===== src/hw/rtl/dss_pkg.sv =====
// ----------------------------------------------------------------------------
// dss_pkg
// Shared sizes and types for the double selection sort unit.
// ----------------------------------------------------------------------------
package dss_pkg;

    localparam int MAX_ITEMS   = 16;
    localparam int VALUE_WIDTH = 32;
    localparam int ADDR_W      = $clog2(MAX_ITEMS);
    localparam int CNT_W       = $clog2(MAX_ITEMS + 1);

    typedef logic signed [VALUE_WIDTH-1:0] value_t;
    typedef logic [ADDR_W-1:0]             addr_t;
    typedef logic [CNT_W-1:0]              count_t;

endpackage


===== src/hw/rtl/dss_if.sv =====
// ----------------------------------------------------------------------------
// dss_if
// Valid/ready channels of the sort unit: input words, result words, config.
// ----------------------------------------------------------------------------
interface dss_in_if
    import dss_pkg::*;
();
    logic   valid;
    logic   ready;
    value_t value;
    logic   final_item;

    modport source (output valid, output value, output final_item, input ready);
    modport sink   (input valid, input value, input final_item, output ready);
endinterface

interface dss_out_if
    import dss_pkg::*;
();
    logic   valid;
    logic   ready;
    value_t sorted_value;
    logic   end_of_run;
    logic   dropped;

    modport source (output valid, output sorted_value, output end_of_run,
                    output dropped, input ready);
    modport sink   (input valid, input sorted_value, input end_of_run,
                    input dropped, output ready);
endinterface

interface dss_cfg_if;
    logic valid;
    logic ready;
    logic data;

    modport source (output valid, output data, input ready);
    modport sink   (input valid, input data, output ready);
endinterface


===== src/hw/rtl/dss_ram.sv =====
// ----------------------------------------------------------------------------
// dss_ram
// Generic single-port-write, single-port-read RAM with registered read data.
// ----------------------------------------------------------------------------
module dss_ram #(
    parameter int WIDTH = 32,
    parameter int DEPTH = 16
) (
    input  logic                     clk,
    input  logic                     we,
    input  logic [$clog2(DEPTH)-1:0] waddr,
    input  logic [WIDTH-1:0]         wdata,
    input  logic                     re,
    input  logic [$clog2(DEPTH)-1:0] raddr,
    output logic [WIDTH-1:0]         rdata
);

    logic [WIDTH-1:0] mem [DEPTH];
    logic [WIDTH-1:0] rdata_reg;

    always_ff @(posedge clk)
    begin
        if (we)
        begin
            mem[waddr] <= wdata;
        end
        // hold read data between reads
        if (re)
        begin
            rdata_reg <= mem[raddr];
        end
    end

    assign rdata = rdata_reg;

endmodule


===== src/hw/rtl/double_selection_sort_unit.sv =====
// ----------------------------------------------------------------------------
// double_selection_sort_unit
// Collects a set of signed words, sorts it double-ended, streams it back out.
// ----------------------------------------------------------------------------
// Usage:
//   items   - input words (value, final_item). Words are stored one per cycle
//             while the unit is loading; the word with final_item set closes
//             the set. Words beyond MAX_ITEMS are discarded and every result
//             word of that set carries dropped = 1.
//   results - sorted words (sorted_value, end_of_run, dropped), one per stored
//             word, in ascending order or descending when cfg.data is 1.
//             end_of_run marks the last word of the set.
//   cfg     - one-bit order register, always ready; write it only while idle.
// Sequence:
//   Sorting runs floor(n/2) passes over the element RAM; a pass over the
//   unsorted words scans them with one RAM read per cycle (registered read
//   data), then makes four writes (S_WLO, S_WHEAD, S_WHI, S_WTAIL) for the
//   two exchanges, since the RAM has a single write port. Emitting reads
//   each word, then loads it into the output register.
// Reset: fill count, overflow flag, order bit and output valid clear; RAM
//   contents are not cleared and only entries of the current set are read.
// Stall: a stalled result word holds in the output register and the emit
//   sequencer waits; items is not ready until the last word of the set has
//   been loaded into the output register.
// ----------------------------------------------------------------------------
module double_selection_sort_unit
    import dss_pkg::*;
(
    input  logic      clk,
    input  logic      rst_n,
    dss_in_if.sink    items,
    dss_out_if.source results,
    dss_cfg_if.sink   cfg
);

    typedef enum logic [7:0] {
        S_LOAD    = 8'b0000_0001,
        S_SCAN    = 8'b0000_0010,
        S_WLO     = 8'b0000_0100,
        S_WHEAD   = 8'b0000_1000,
        S_WHI     = 8'b0001_0000,
        S_WTAIL   = 8'b0010_0000,
        S_EMIT_RD = 8'b0100_0000,
        S_EMIT_WR = 8'b1000_0000
    } state_t;

    state_t state_reg, state_next;

    // control registers
    count_t fill_reg, fill_next;
    logic   ovf_reg, ovf_next;
    logic   desc_reg;
    addr_t  lo_reg, lo_next;
    addr_t  hi_reg, hi_next;
    addr_t  ri_reg, ri_next;
    logic   issue_done_reg, issue_done_next;
    addr_t  pi_reg, pi_next;
    logic   pv_reg, pv_next;
    addr_t  mn_reg, mn_next;
    addr_t  mx_reg, mx_next;
    addr_t  e_idx_reg, e_idx_next;
    logic   out_valid_reg, out_valid_next;

    // payload registers
    value_t mnv_reg, mnv_next;
    value_t mxv_reg, mxv_next;
    value_t lov_reg, lov_next;
    value_t hiv_reg, hiv_next;
    value_t out_value_reg, out_value_next;
    logic   out_end_reg, out_end_next;
    logic   out_drop_reg, out_drop_next;

    // element RAM
    logic   ram_we;
    addr_t  ram_waddr;
    value_t ram_wdata;
    logic   ram_re;
    addr_t  ram_raddr;
    logic [VALUE_WIDTH-1:0] ram_rdata;
    value_t rd_val;

    dss_ram #(
        .WIDTH (VALUE_WIDTH),
        .DEPTH (MAX_ITEMS)
    ) u_store (
        .clk   (clk),
        .we    (ram_we),
        .waddr (ram_waddr),
        .wdata (ram_wdata),
        .re    (ram_re),
        .raddr (ram_raddr),
        .rdata (ram_rdata)
    );

    assign rd_val = value_t'(ram_rdata);

    // handshakes
    logic in_acc;
    logic out_free;
    logic store_full;
    count_t count_after;
    logic last_emit;

    assign items.ready   = (state_reg == S_LOAD);
    assign cfg.ready     = 1'b1;
    assign in_acc        = items.valid && items.ready;
    assign out_free      = !out_valid_reg || results.ready;
    assign store_full    = (fill_reg == count_t'(MAX_ITEMS));
    assign count_after   = store_full ? fill_reg : fill_reg + count_t'(1);
    assign last_emit     = (count_t'(e_idx_reg) == fill_reg - count_t'(1));

    assign results.valid        = out_valid_reg;
    assign results.sorted_value = out_value_reg;
    assign results.end_of_run   = out_end_reg;
    assign results.dropped      = out_drop_reg;

    // exchange operands: head goes to lo, tail goes to hi
    addr_t  head_idx, tail0_idx, tail_idx;
    value_t head_val, tail0_val, tail_val, hi_val;
    logic   tail_is_lo;

    assign head_idx   = desc_reg ? mx_reg  : mn_reg;
    assign head_val   = desc_reg ? mxv_reg : mnv_reg;
    assign tail0_idx  = desc_reg ? mn_reg  : mx_reg;
    assign tail0_val  = desc_reg ? mnv_reg : mxv_reg;
    // tail at lo has moved to head's slot in the first exchange
    assign tail_is_lo = (tail0_idx == lo_reg);
    assign tail_idx   = tail_is_lo ? head_idx : tail0_idx;
    assign tail_val   = tail_is_lo ? lov_reg  : tail0_val;
    // hi may have received the old lo word in the first exchange
    assign hi_val     = (head_idx == hi_reg) ? lov_reg : hiv_reg;

    always_comb
    begin
        state_next      = state_reg;
        fill_next       = fill_reg;
        ovf_next        = ovf_reg;
        lo_next         = lo_reg;
        hi_next         = hi_reg;
        ri_next         = ri_reg;
        issue_done_next = issue_done_reg;
        pi_next         = pi_reg;
        pv_next         = 1'b0;
        mn_next         = mn_reg;
        mx_next         = mx_reg;
        e_idx_next      = e_idx_reg;
        mnv_next        = mnv_reg;
        mxv_next        = mxv_reg;
        lov_next        = lov_reg;
        hiv_next        = hiv_reg;
        out_valid_next  = out_valid_reg && !results.ready;
        out_value_next  = out_value_reg;
        out_end_next    = out_end_reg;
        out_drop_next   = out_drop_reg;
        ram_we          = 1'b0;
        ram_waddr       = fill_reg[ADDR_W-1:0];
        ram_wdata       = items.value;
        ram_re          = 1'b0;
        ram_raddr       = ri_reg;

        case (state_reg)
            S_LOAD:
            begin
                if (in_acc)
                begin
                    if (store_full)
                    begin
                        ovf_next = 1'b1;
                    end
                    else
                    begin
                        ram_we    = 1'b1;
                        fill_next = fill_reg + count_t'(1);
                    end
                    if (items.final_item)
                    begin
                        lo_next         = '0;
                        hi_next         = addr_t'(count_after - count_t'(1));
                        ri_next         = '0;
                        issue_done_next = 1'b0;
                        e_idx_next      = '0;
                        if (count_after >= count_t'(2))
                        begin
                            state_next = S_SCAN;
                        end
                        else
                        begin
                            state_next = S_EMIT_RD;
                        end
                    end
                end
            end

            S_SCAN:
            begin
                // issue one read per cycle from lo up to hi
                if (!issue_done_reg)
                begin
                    ram_re    = 1'b1;
                    ram_raddr = ri_reg;
                    pi_next   = ri_reg;
                    pv_next   = 1'b1;
                    if (ri_reg == hi_reg)
                    begin
                        issue_done_next = 1'b1;
                    end
                    else
                    begin
                        ri_next = ri_reg + addr_t'(1);
                    end
                end
                // track minimum and maximum on returned data
                if (pv_reg)
                begin
                    if (pi_reg == lo_reg)
                    begin
                        mn_next  = lo_reg;
                        mx_next  = lo_reg;
                        mnv_next = rd_val;
                        mxv_next = rd_val;
                        lov_next = rd_val;
                    end
                    else if (rd_val > mxv_reg)
                    begin
                        mx_next  = pi_reg;
                        mxv_next = rd_val;
                    end
                    else if (rd_val < mnv_reg)
                    begin
                        mn_next  = pi_reg;
                        mnv_next = rd_val;
                    end
                    if (pi_reg == hi_reg)
                    begin
                        hiv_next   = rd_val;
                        state_next = S_WLO;
                    end
                end
            end

            S_WLO:
            begin
                ram_we     = 1'b1;
                ram_waddr  = lo_reg;
                ram_wdata  = head_val;
                state_next = S_WHEAD;
            end

            S_WHEAD:
            begin
                ram_we     = 1'b1;
                ram_waddr  = head_idx;
                ram_wdata  = lov_reg;
                state_next = S_WHI;
            end

            S_WHI:
            begin
                ram_we     = 1'b1;
                ram_waddr  = hi_reg;
                ram_wdata  = tail_val;
                state_next = S_WTAIL;
            end

            S_WTAIL:
            begin
                ram_we     = 1'b1;
                ram_waddr  = tail_idx;
                ram_wdata  = hi_val;
                // narrow the unsorted middle
                lo_next    = lo_reg + addr_t'(1);
                hi_next    = hi_reg - addr_t'(1);
                if ((lo_reg + addr_t'(1)) < (hi_reg - addr_t'(1)))
                begin
                    ri_next         = lo_reg + addr_t'(1);
                    issue_done_next = 1'b0;
                    state_next      = S_SCAN;
                end
                else
                begin
                    e_idx_next = '0;
                    state_next = S_EMIT_RD;
                end
            end

            S_EMIT_RD:
            begin
                ram_re     = 1'b1;
                ram_raddr  = e_idx_reg;
                state_next = S_EMIT_WR;
            end

            S_EMIT_WR:
            begin
                if (out_free)
                begin
                    out_valid_next = 1'b1;
                    out_value_next = rd_val;
                    out_end_next   = last_emit;
                    out_drop_next  = ovf_reg;
                    if (last_emit)
                    begin
                        fill_next  = '0;
                        ovf_next   = 1'b0;
                        state_next = S_LOAD;
                    end
                    else
                    begin
                        e_idx_next = e_idx_reg + addr_t'(1);
                        state_next = S_EMIT_RD;
                    end
                end
            end

            default:
            begin
                state_next = S_LOAD;
            end
        endcase
    end

    always_ff @(posedge clk or negedge rst_n)
    begin
        if (!rst_n)
        begin
            state_reg      <= S_LOAD;
            fill_reg       <= '0;
            ovf_reg        <= 1'b0;
            desc_reg       <= 1'b0;
            lo_reg         <= '0;
            hi_reg         <= '0;
            ri_reg         <= '0;
            issue_done_reg <= 1'b1;
            pi_reg         <= '0;
            pv_reg         <= 1'b0;
            mn_reg         <= '0;
            mx_reg         <= '0;
            e_idx_reg      <= '0;
            out_valid_reg  <= 1'b0;
        end
        else
        begin
            state_reg      <= state_next;
            fill_reg       <= fill_next;
            ovf_reg        <= ovf_next;
            if (cfg.valid && cfg.ready)
            begin
                desc_reg <= cfg.data;
            end
            lo_reg         <= lo_next;
            hi_reg         <= hi_next;
            ri_reg         <= ri_next;
            issue_done_reg <= issue_done_next;
            pi_reg         <= pi_next;
            pv_reg         <= pv_next;
            mn_reg         <= mn_next;
            mx_reg         <= mx_next;
            e_idx_reg      <= e_idx_next;
            out_valid_reg  <= out_valid_next;
        end
    end

    always_ff @(posedge clk)
    begin
        mnv_reg       <= mnv_next;
        mxv_reg       <= mxv_next;
        lov_reg       <= lov_next;
        hiv_reg       <= hiv_next;
        out_value_reg <= out_value_next;
        out_end_reg   <= out_end_next;
        out_drop_reg  <= out_drop_next;
    end

`ifndef SYNTHESIS
    // a scan only runs over a middle of at least two words
    assert property (@(posedge clk) disable iff (!rst_n)
        (state_reg == S_SCAN) |-> (lo_reg < hi_reg))
        else $error("scan with empty middle");

    // the fill count never passes capacity
    assert property (@(posedge clk) disable iff (!rst_n)
        fill_reg <= count_t'(MAX_ITEMS))
        else $error("fill count beyond capacity");

    // exchange indices stay inside the unsorted middle
    assert property (@(posedge clk) disable iff (!rst_n)
        (state_reg == S_WLO) |->
        (mn_reg >= lo_reg && mn_reg <= hi_reg && mx_reg >= lo_reg && mx_reg <= hi_reg))
        else $error("exchange index outside middle");

    // emit load always follows a RAM read of the same word
    assert property (@(posedge clk) disable iff (!rst_n)
        $rose(state_reg == S_EMIT_WR) |-> ($past(state_reg) == S_EMIT_RD))
        else $error("emit without read");
`endif

endmodule

===== src/flat_wrapper.sv =====
// flat-port wrapper written by rule: the top's interface ports become plain ports
module double_selection_sort_unit_flat import dss_pkg::*;
  (clk, rst_n, items_valid, items_value, items_final_item, items_ready, results_valid, results_sorted_value, results_end_of_run, results_dropped, results_ready, cfg_valid, cfg_data, cfg_ready);
  dss_in_if items_i ();
  dss_out_if results_i ();
  dss_cfg_if cfg_i ();
  input  logic clk;
  input  logic rst_n;
  input wire logic [$bits(items_i.valid)-1:0] items_valid;
  input wire logic [$bits(items_i.value)-1:0] items_value;
  input wire logic [$bits(items_i.final_item)-1:0] items_final_item;
  output wire logic [$bits(items_i.ready)-1:0] items_ready;
  output wire logic [$bits(results_i.valid)-1:0] results_valid;
  output wire logic [$bits(results_i.sorted_value)-1:0] results_sorted_value;
  output wire logic [$bits(results_i.end_of_run)-1:0] results_end_of_run;
  output wire logic [$bits(results_i.dropped)-1:0] results_dropped;
  input wire logic [$bits(results_i.ready)-1:0] results_ready;
  input wire logic [$bits(cfg_i.valid)-1:0] cfg_valid;
  input wire logic [$bits(cfg_i.data)-1:0] cfg_data;
  output wire logic [$bits(cfg_i.ready)-1:0] cfg_ready;
  assign items_i.valid = items_valid;
  assign items_i.value = items_value;
  assign items_i.final_item = items_final_item;
  assign items_ready = items_i.ready;
  assign results_valid = results_i.valid;
  assign results_sorted_value = results_i.sorted_value;
  assign results_end_of_run = results_i.end_of_run;
  assign results_dropped = results_i.dropped;
  assign results_i.ready = results_ready;
  assign cfg_i.valid = cfg_valid;
  assign cfg_i.data = cfg_data;
  assign cfg_ready = cfg_i.ready;
  double_selection_sort_unit u_core (.clk(clk), .rst_n(rst_n), .items(items_i), .results(results_i), .cfg(cfg_i));
endmodule

===== config.mk =====
export PLATFORM = sky130hd
export DESIGN_NAME = double_selection_sort_unit_flat
export DESIGN_NICKNAME = d
export VERILOG_FILES = /design/src/hw/rtl/dss_pkg.sv /design/src/hw/rtl/dss_if.sv /design/src/hw/rtl/dss_ram.sv /design/src/hw/rtl/double_selection_sort_unit.sv /design/src/flat_wrapper.sv
export SDC_FILE = /design/constraint.sdc
export NUM_CORES = 1
export LEC_CHECK = 0
export BUFFER_PORTS_ARGS = -buffer_cell sky130_fd_sc_hd__buf_2
export CORE_MARGIN = 1.5
export CORE_UTILIZATION = 56
export DETAILED_ROUTE_END_ITERATION = 8
export PLACE_DENSITY = 0.75
export SKIP_LAST_GASP = 1
export SLEW_MARGIN = 5
export SYNTH_ARGS = -nofsm -noshare
export SYNTH_HDL_FRONTEND = slang
export SYNTH_SLANG_ARGS = --single-unit

===== constraint.sdc =====
create_clock -name clk -period 6.4 [get_ports clk]
set_input_delay 1.28 -clock clk [delete_from_list [all_inputs] [get_ports clk]]
set_output_delay 1.28 -clock clk [all_outputs]
set_load 0.005 [all_outputs]

# ---- Yosys cells after proc, flatten, opt, wreduce, memory -nomap -nowiden
# Memories as Yosys holds them, arrays and structs flattened. A register that Yosys moved wholly into a read port is not among the register bits.
# Cells that the tools add are included.
dict set report word_totals {
  ff_bits 208
  mem_count 1
  ram_bits 512
  inputBits 39
  word_cells 156
}
# name words word_bits read_ports rd_ports_with_merged_regs write_ports line_no
set memory_table {}
lappend memory_table {u_core.u_store.mem 16 32 1 1 1 dss_ram.sv:18} ;# logic [WIDTH-1:0] mem [DEPTH];
dict set report classes {
  n_mux 69
  n_reduce_logical 25
  magnitude_cmp 4
  n_addsub 7
  bitwise_logic 1
  eq_ne 28
}
# op count
set ops {}
lappend ops {{$mux 32} 9}
lappend ops {{$pmux 32 s4} 1}
lappend ops {{$mux 4} 19}
lappend ops {{$pmux 8 s8} 1}
lappend ops {{$mux 8} 5}
lappend ops {{$gt 32x32->1} 1}
lappend ops {{$lt 32x32->1} 1}
lappend ops {{$pmux 4 s3} 2}
lappend ops {{$mux 7} 3}
lappend ops {{$eq 4x4->1} 5}
lappend ops {{$mux 5} 4}
lappend ops {{$mux 1} 17}
lappend ops {{$pmux 4 s2} 2}
lappend ops {{$pmux 4 s4} 1}
lappend ops {{$ne 2x2->1 const B} 7}
lappend ops {{$add 4x1->4 const B} 3}
lappend ops {{$ne 2x1->1 const B} 6}
lappend ops {{$reduce_and 3->1} 4}
lappend ops {{$reduce_and 4->1} 3}
lappend ops {{$reduce_and 6->1} 2}
lappend ops {{$pmux 5 s2} 1}
lappend ops {{$reduce_and 5->1} 2}
lappend ops {{$eq 8x1->1 const B} 1}
lappend ops {{$eq 8x2->1 const B} 1}
lappend ops {{other kinds (23)} 33}

# ---- Longest topological paths before layout
dict set report depth {
  word_depth 7
  mapped_depth 10
  mapped_depth_nobuf 9
}

# ---- Cells and area by module
# A second synthesis with hierarchy kept.
dict set report unflattened {
  hier_cells 1770
  hier_area_um2 31172.4
}
# module instances cells_per_inst seq_area_each_um2 area_each_um2
set by_module_without_submodules {}
lappend by_module_without_submodules {dss_ram 1 838 16335.7 20155.6}
lappend by_module_without_submodules {double_selection_sort_unit 1 932 6018.3 11016.8}

# ---- Least setup slack after synthesis
# No wires, ideal clock.
dict set report synth_path {
  path_type {register -> register}
  from {reg u_core.state_reg[4]}
  to {mem u_core.u_store.mem[12][0], enable pin}
  n_path_buf 1
  stages_incl_launch_ff 10
  setup_time_ns 0.513
  setup_slack_ns 0.315
  t_required_ns 5.887
  t_arrival_ns 5.572
  synth_period_minus_slack_ns 6.085
  cell_sequence {dfrtp_1 -> or4_1 -> or3_1 -> buf_2 -> inv_2 -> nor4_1 -> a221oi_2 -> o31ai_1 -> or2_1 -> nor4b_1}
}
dict set report synth_via {
  elab_chain_cells 6
  elab_cells_between_ends 12
  cone_classes {5 x eq/ne; 5 x mux; 2 x reduce/logical}
}
# element line_no
set synth_lines {}
lappend synth_lines {{start, declared} double_selection_sort_unit.sv:47} ;# state_t state_reg, state_next;
lappend synth_lines {{start signal, assigned} double_selection_sort_unit.sv:343} ;# state_reg <= state_next;
lappend synth_lines {{$eq 8x1->1} {double_selection_sort_unit.sv:104, double_selection_sort_unit.sv:161}}
lappend synth_lines {{$logic_and 1x1->1} double_selection_sort_unit.sv:106} ;# assign in_acc = items.valid && items.ready;
lappend synth_lines {{$mux 1} double_selection_sort_unit.sv:164} ;# if (in_acc)
lappend synth_lines {{$pmux 1 s2} double_selection_sort_unit.sv:161} ;# case (state_reg)
lappend synth_lines {{$mux 1} dss_ram.sv:23} ;# if (we)
lappend synth_lines {{$mux 1 (not written as such)} dss_ram.sv:25} ;# mem[waddr] <= wdata;
lappend synth_lines {{end, declared} dss_ram.sv:18}
# Parallel ways exist; a longest one is shown, timed or not.

# ---- Final worst setup path
dict set report layout_path {
  from {reg u_core.state_reg[4]}
  to {mem u_core.u_store.mem[1][9], data pin}
}
dict set report layout_via {
  elab_chain_cells 2
  elab_cells_between_ends 5
  cone_classes {4 x eq/ne; 1 x mux}
}
# element line_no
set layout_lines {}
lappend layout_lines {{$eq 8x6->1 (tied with other cells)} double_selection_sort_unit.sv:161}
lappend layout_lines {{$pmux 32 s4 *} double_selection_sort_unit.sv:161}
lappend layout_lines {{net u_core.ram_wdata[9]} double_selection_sort_unit.sv:76} ;# value_t ram_wdata;
# Mark *: on every way through the listed nets, which the timed path passes. The rest lies on a longest branch.

==> flow_metrics.env <==
export IMPL_dp_hpwl_um=44500
export IMPL_ys_async_sr_fraction_pct=6.12
export IMPL_path_cells="or4_1 > or4b_1 > nor2_2 > a221oi_1 > a21oi_1"
export IMPL_nFillCells=3879
export IMPL_synthFlopType="edfxtp_1"
export IMPL_p_clk_share_pct=31.5
export IMPL_crit_arrival_ns=4.82
export IMPL_path_delay_family="simple AND/OR/NAND/NOR gates"
export IMPL_rsz0062_at_grt="false"
export IMPL_clk_pin_slew_ns=0.06
export IMPL_area_delta_synth_final_pct=12.4
export IMPL_syn_inst=2278
export IMPL_fin_tns_setup_ns=0
export IMPL_crit_path_max_fanout=21
export IMPL_start_util_pct=56.9
export IMPL_ioPinCount=76
export IMPL_hold_viol=0
export IMPL_relSlewSlack_pct=8.93
export IMPL_firstDrtPassIters=6
export IMPL_drv_cap=0
export IMPL_clock_skew_ns=0.0202
export IMPL_yosysTopAreaCell="edfxtp_1"
export IMPL_ant_nets=0
export IMPL_regMostFlops="u_core.u_store.mem"
export IMPL_critPathBufInv=0
export IMPL_die_area_um2=57700
export IMPL_cts_hold_buf=0
export IMPL_place_area_um2=33000
export IMPL_grt_max_degree=105
export IMPL_cts_repair_resized=0
export IMPL_p_switching_uw=4230
export IMPL_die_width_um=240
export IMPL_finalWeightedCongestion=0.893
export IMPL_synth_seq_cells=752
export IMPL_crit_slowest_cell="a21oi_1"
export IMPL_grt_pass1_wl_um=117000
export IMPL_seq_area_frac_synth_pct=71.0
export IMPL_cp_end_kind="flop"
export IMPL_final_common_cell="edfxtp_1"
export IMPL_pwr_share_seq_pct=45.0
export IMPL_period_share_pct=72.1
export IMPL_vias=20200
export IMPL_antenna_cells=0
export IMPL_antenna_found_initial=0
export IMPL_post_cts_buffers=0
export IMPL_synthDistinctLibCells=67
export IMPL_clk_latency_ns=0.63
export IMPL_final_cell_count_no_fill=3159
export IMPL_crit_path_start_kind="flop"
export IMPL_synth_edf_count=706
export IMPL_cts_made_buffers=76
export IMPL_ir_drop_v=0.000271
export IMPL_cp_slowest_stage_delay_ns=1.13
export IMPL_nets=2470
export IMPL_port_buffers=74
export IMPL_p_int_uw=9260
export IMPL_cts_root_buf="clkbuf_16"
export IMPL_rows=86
export IMPL_hp_class="flop to flop"
export IMPL_grt_pass1_vias=19900
export IMPL_coreArea_um2=55300
export IMPL_routedWlPerCell_um=24.7
export IMPL_htree_levels=3
export IMPL_layout_common_cells="edfxtp_1 (706), nand2_1 (364), nand3_1 (114), inv_1 (84), clkbuf_16 (77)"
export IMPL_tightest_slew_ns=1.37
export IMPL_syn_avg_cell_area_um2=13.8
export IMPL_cellPowerDensity_nw_per_um2=381
export IMPL_fmaxAchievable_mhz=217
export IMPL_synth_area_leaders="edfxtp_1 (67%), nand2_1 (4.4%), dfrtp_1 (3.5%)"
export IMPL_overflow=0
export IMPL_drt_iter0_drc=2408
export IMPL_synth_top_area_share_pct=67.3
export IMPL_fin_area_um2=35400
export IMPL_syn_area_um2=31500
export IMPL_drc=0
export IMPL_outcome="complete, no violations"
export IMPL_die_h_um=240
export IMPL_leakage_uw=0.0127
export IMPL_worstSetupPathType="flop to flop"
export IMPL_drive_gt1_share_pct=12.6
export IMPL_largest_register_ffs=512
export IMPL_clockBufferDepth=3
export IMPL_ys_warnings_count=0
export IMPL_cts_sinks=752
export IMPL_setup_violations_final=0
export IMPL_drv_slew=0
export IMPL_via_per_inst=6.39
export IMPL_combPwrFrac_pct=23.5
export IMPL_cts_tree="yes"
export IMPL_final_min_clock_period_ns=4.61
export IMPL_track_usage_pct=27.4
export IMPL_drt_total_wl_um=78100
export IMPL_synthesis_nets=2392
export IMPL_netSwitchingFraction_pct=31.4
export IMPL_critical_path_required_ns=6.61
export IMPL_utilization_pct=64.0
export IMPL_dp_cells=3026
synth_stat cells (all sizes together) (3+ instances only):
cell / n
a211oi: 35
a21o: 5
a21oi: 64
a221oi: 22
a22o: 3
a22oi: 58
a311oi: 33
a31oi: 60
a32o: 3
a32oi: 64
and2: 4
and3: 33
buf: 26
clkbuf: 111
dfrtp: 44
edfxtp: 706
ha: 75
inv: 85
mux2: 16
mux2i: 76
nand2: 365
nand2b: 8
nand3: 114
nand4: 11
nand4b: 5
nor2: 63
nor2b: 4
nor3: 13
nor3b: 9
nor4: 10
nor4b: 3
o211ai: 5
o21ai: 66
o22a: 4
o22ai: 4
o2bb2ai: 3
o31ai: 4
xnor2: 22
xor2: 15
cell families (layout without fill, tap and decap cells):
kind of cell             count (synthesis)  count (layout)  share of synthesized area [%]
AND/OR/NAND/NOR                        652             652                           9.23
flip-flops                             752             752                           71.0
buffers and inverters                  222             355                           2.75
AO/OA/AOI/OAI                          447             447                           10.0
adder cells (fa/ha/maj)                 75              75                           2.98
XOR/XNOR                                37              37                           1.03
other                                    1               1                         0.0119
multiplexers                            92              92                           2.99
final cells by class:
| cell class | count | area [um^2] | area share, % |
|---|---|---|---|
| flip-flops and latches | 752 | 22400 | 63.2 |
| clock buffers | 96 | 2020 | 5.70 |
| clock inverters | 37 | 355 | 1.00 |
| inverters | 85 | 319 | 0.902 |
| repair buffers | 137 | 881 | 2.49 |
| well taps | 748 | 936 | 2.65 |
| multi-input cells | 1304 | 8520 | 24.1 |
power by group through the flow:
stage | Sequential, uW | Clock (uW) | Combinational (uW)
6_report | 6070 | 4240 | 3170
5_1_grt | 6100 | 4490 | 3470
4_1_cts | 6060 | 4280 | 3140
3_5_place_dp | 6160 | 0 | 3110
3_3_place_gp | 6150 | 0 | 3020
2_1_floorplan | 6020 | 0 | 2250
final timing paths:
kind,slack [ns],to,cells past startpoint,startpoint
worst max register to register,1.79,u_core.u_store.mem[1][9],5,u_core.state_reg[4]
worst min register to register,0.48,u_core.results.dropped,0,u_core.ovf_reg
worst min-delay path,0.48,u_core.results.dropped,0,u_core.ovf_reg
min in group asynchronous,0.85,u_core.hi_reg[0],1,rst_n
max in group asynchronous,4.92,u_core.state_reg[1],1,rst_n
worst max-delay path,1.79,u_core.u_store.mem[1][9],5,u_core.state_reg[4]
per-layer routing:
metal,wire length [um],track usage (%)
met5,0,0
met4,2490,10.6
met3,8190,5.07
met2,37100,43.8
met1,30300,37.4
worst register-to-register path, stage by stage, from the launching register on:
cell and delay [ns]:
dfrtp_1 0.41, or4_1 0.59, or4b_1 0.81, nor2_2 1.04, a221oi_1 0.22, a21oi_1 1.13
per-stage QoR:
stage / setup WS (ns) / hold slack, ns / total power (uW)
CTS: 1.81 / 0.468 / 13500
finish: 1.79 / 0.479 / 13500
global placement: 2.06 / 0.428 / 9170
floorplan: 0.315 / 0.419 / 8270
global route: 1.59 / 0.479 / 14000
detailed placement: 1.84 / 0.449 / 9270
(Power assumes the default switching activity.)
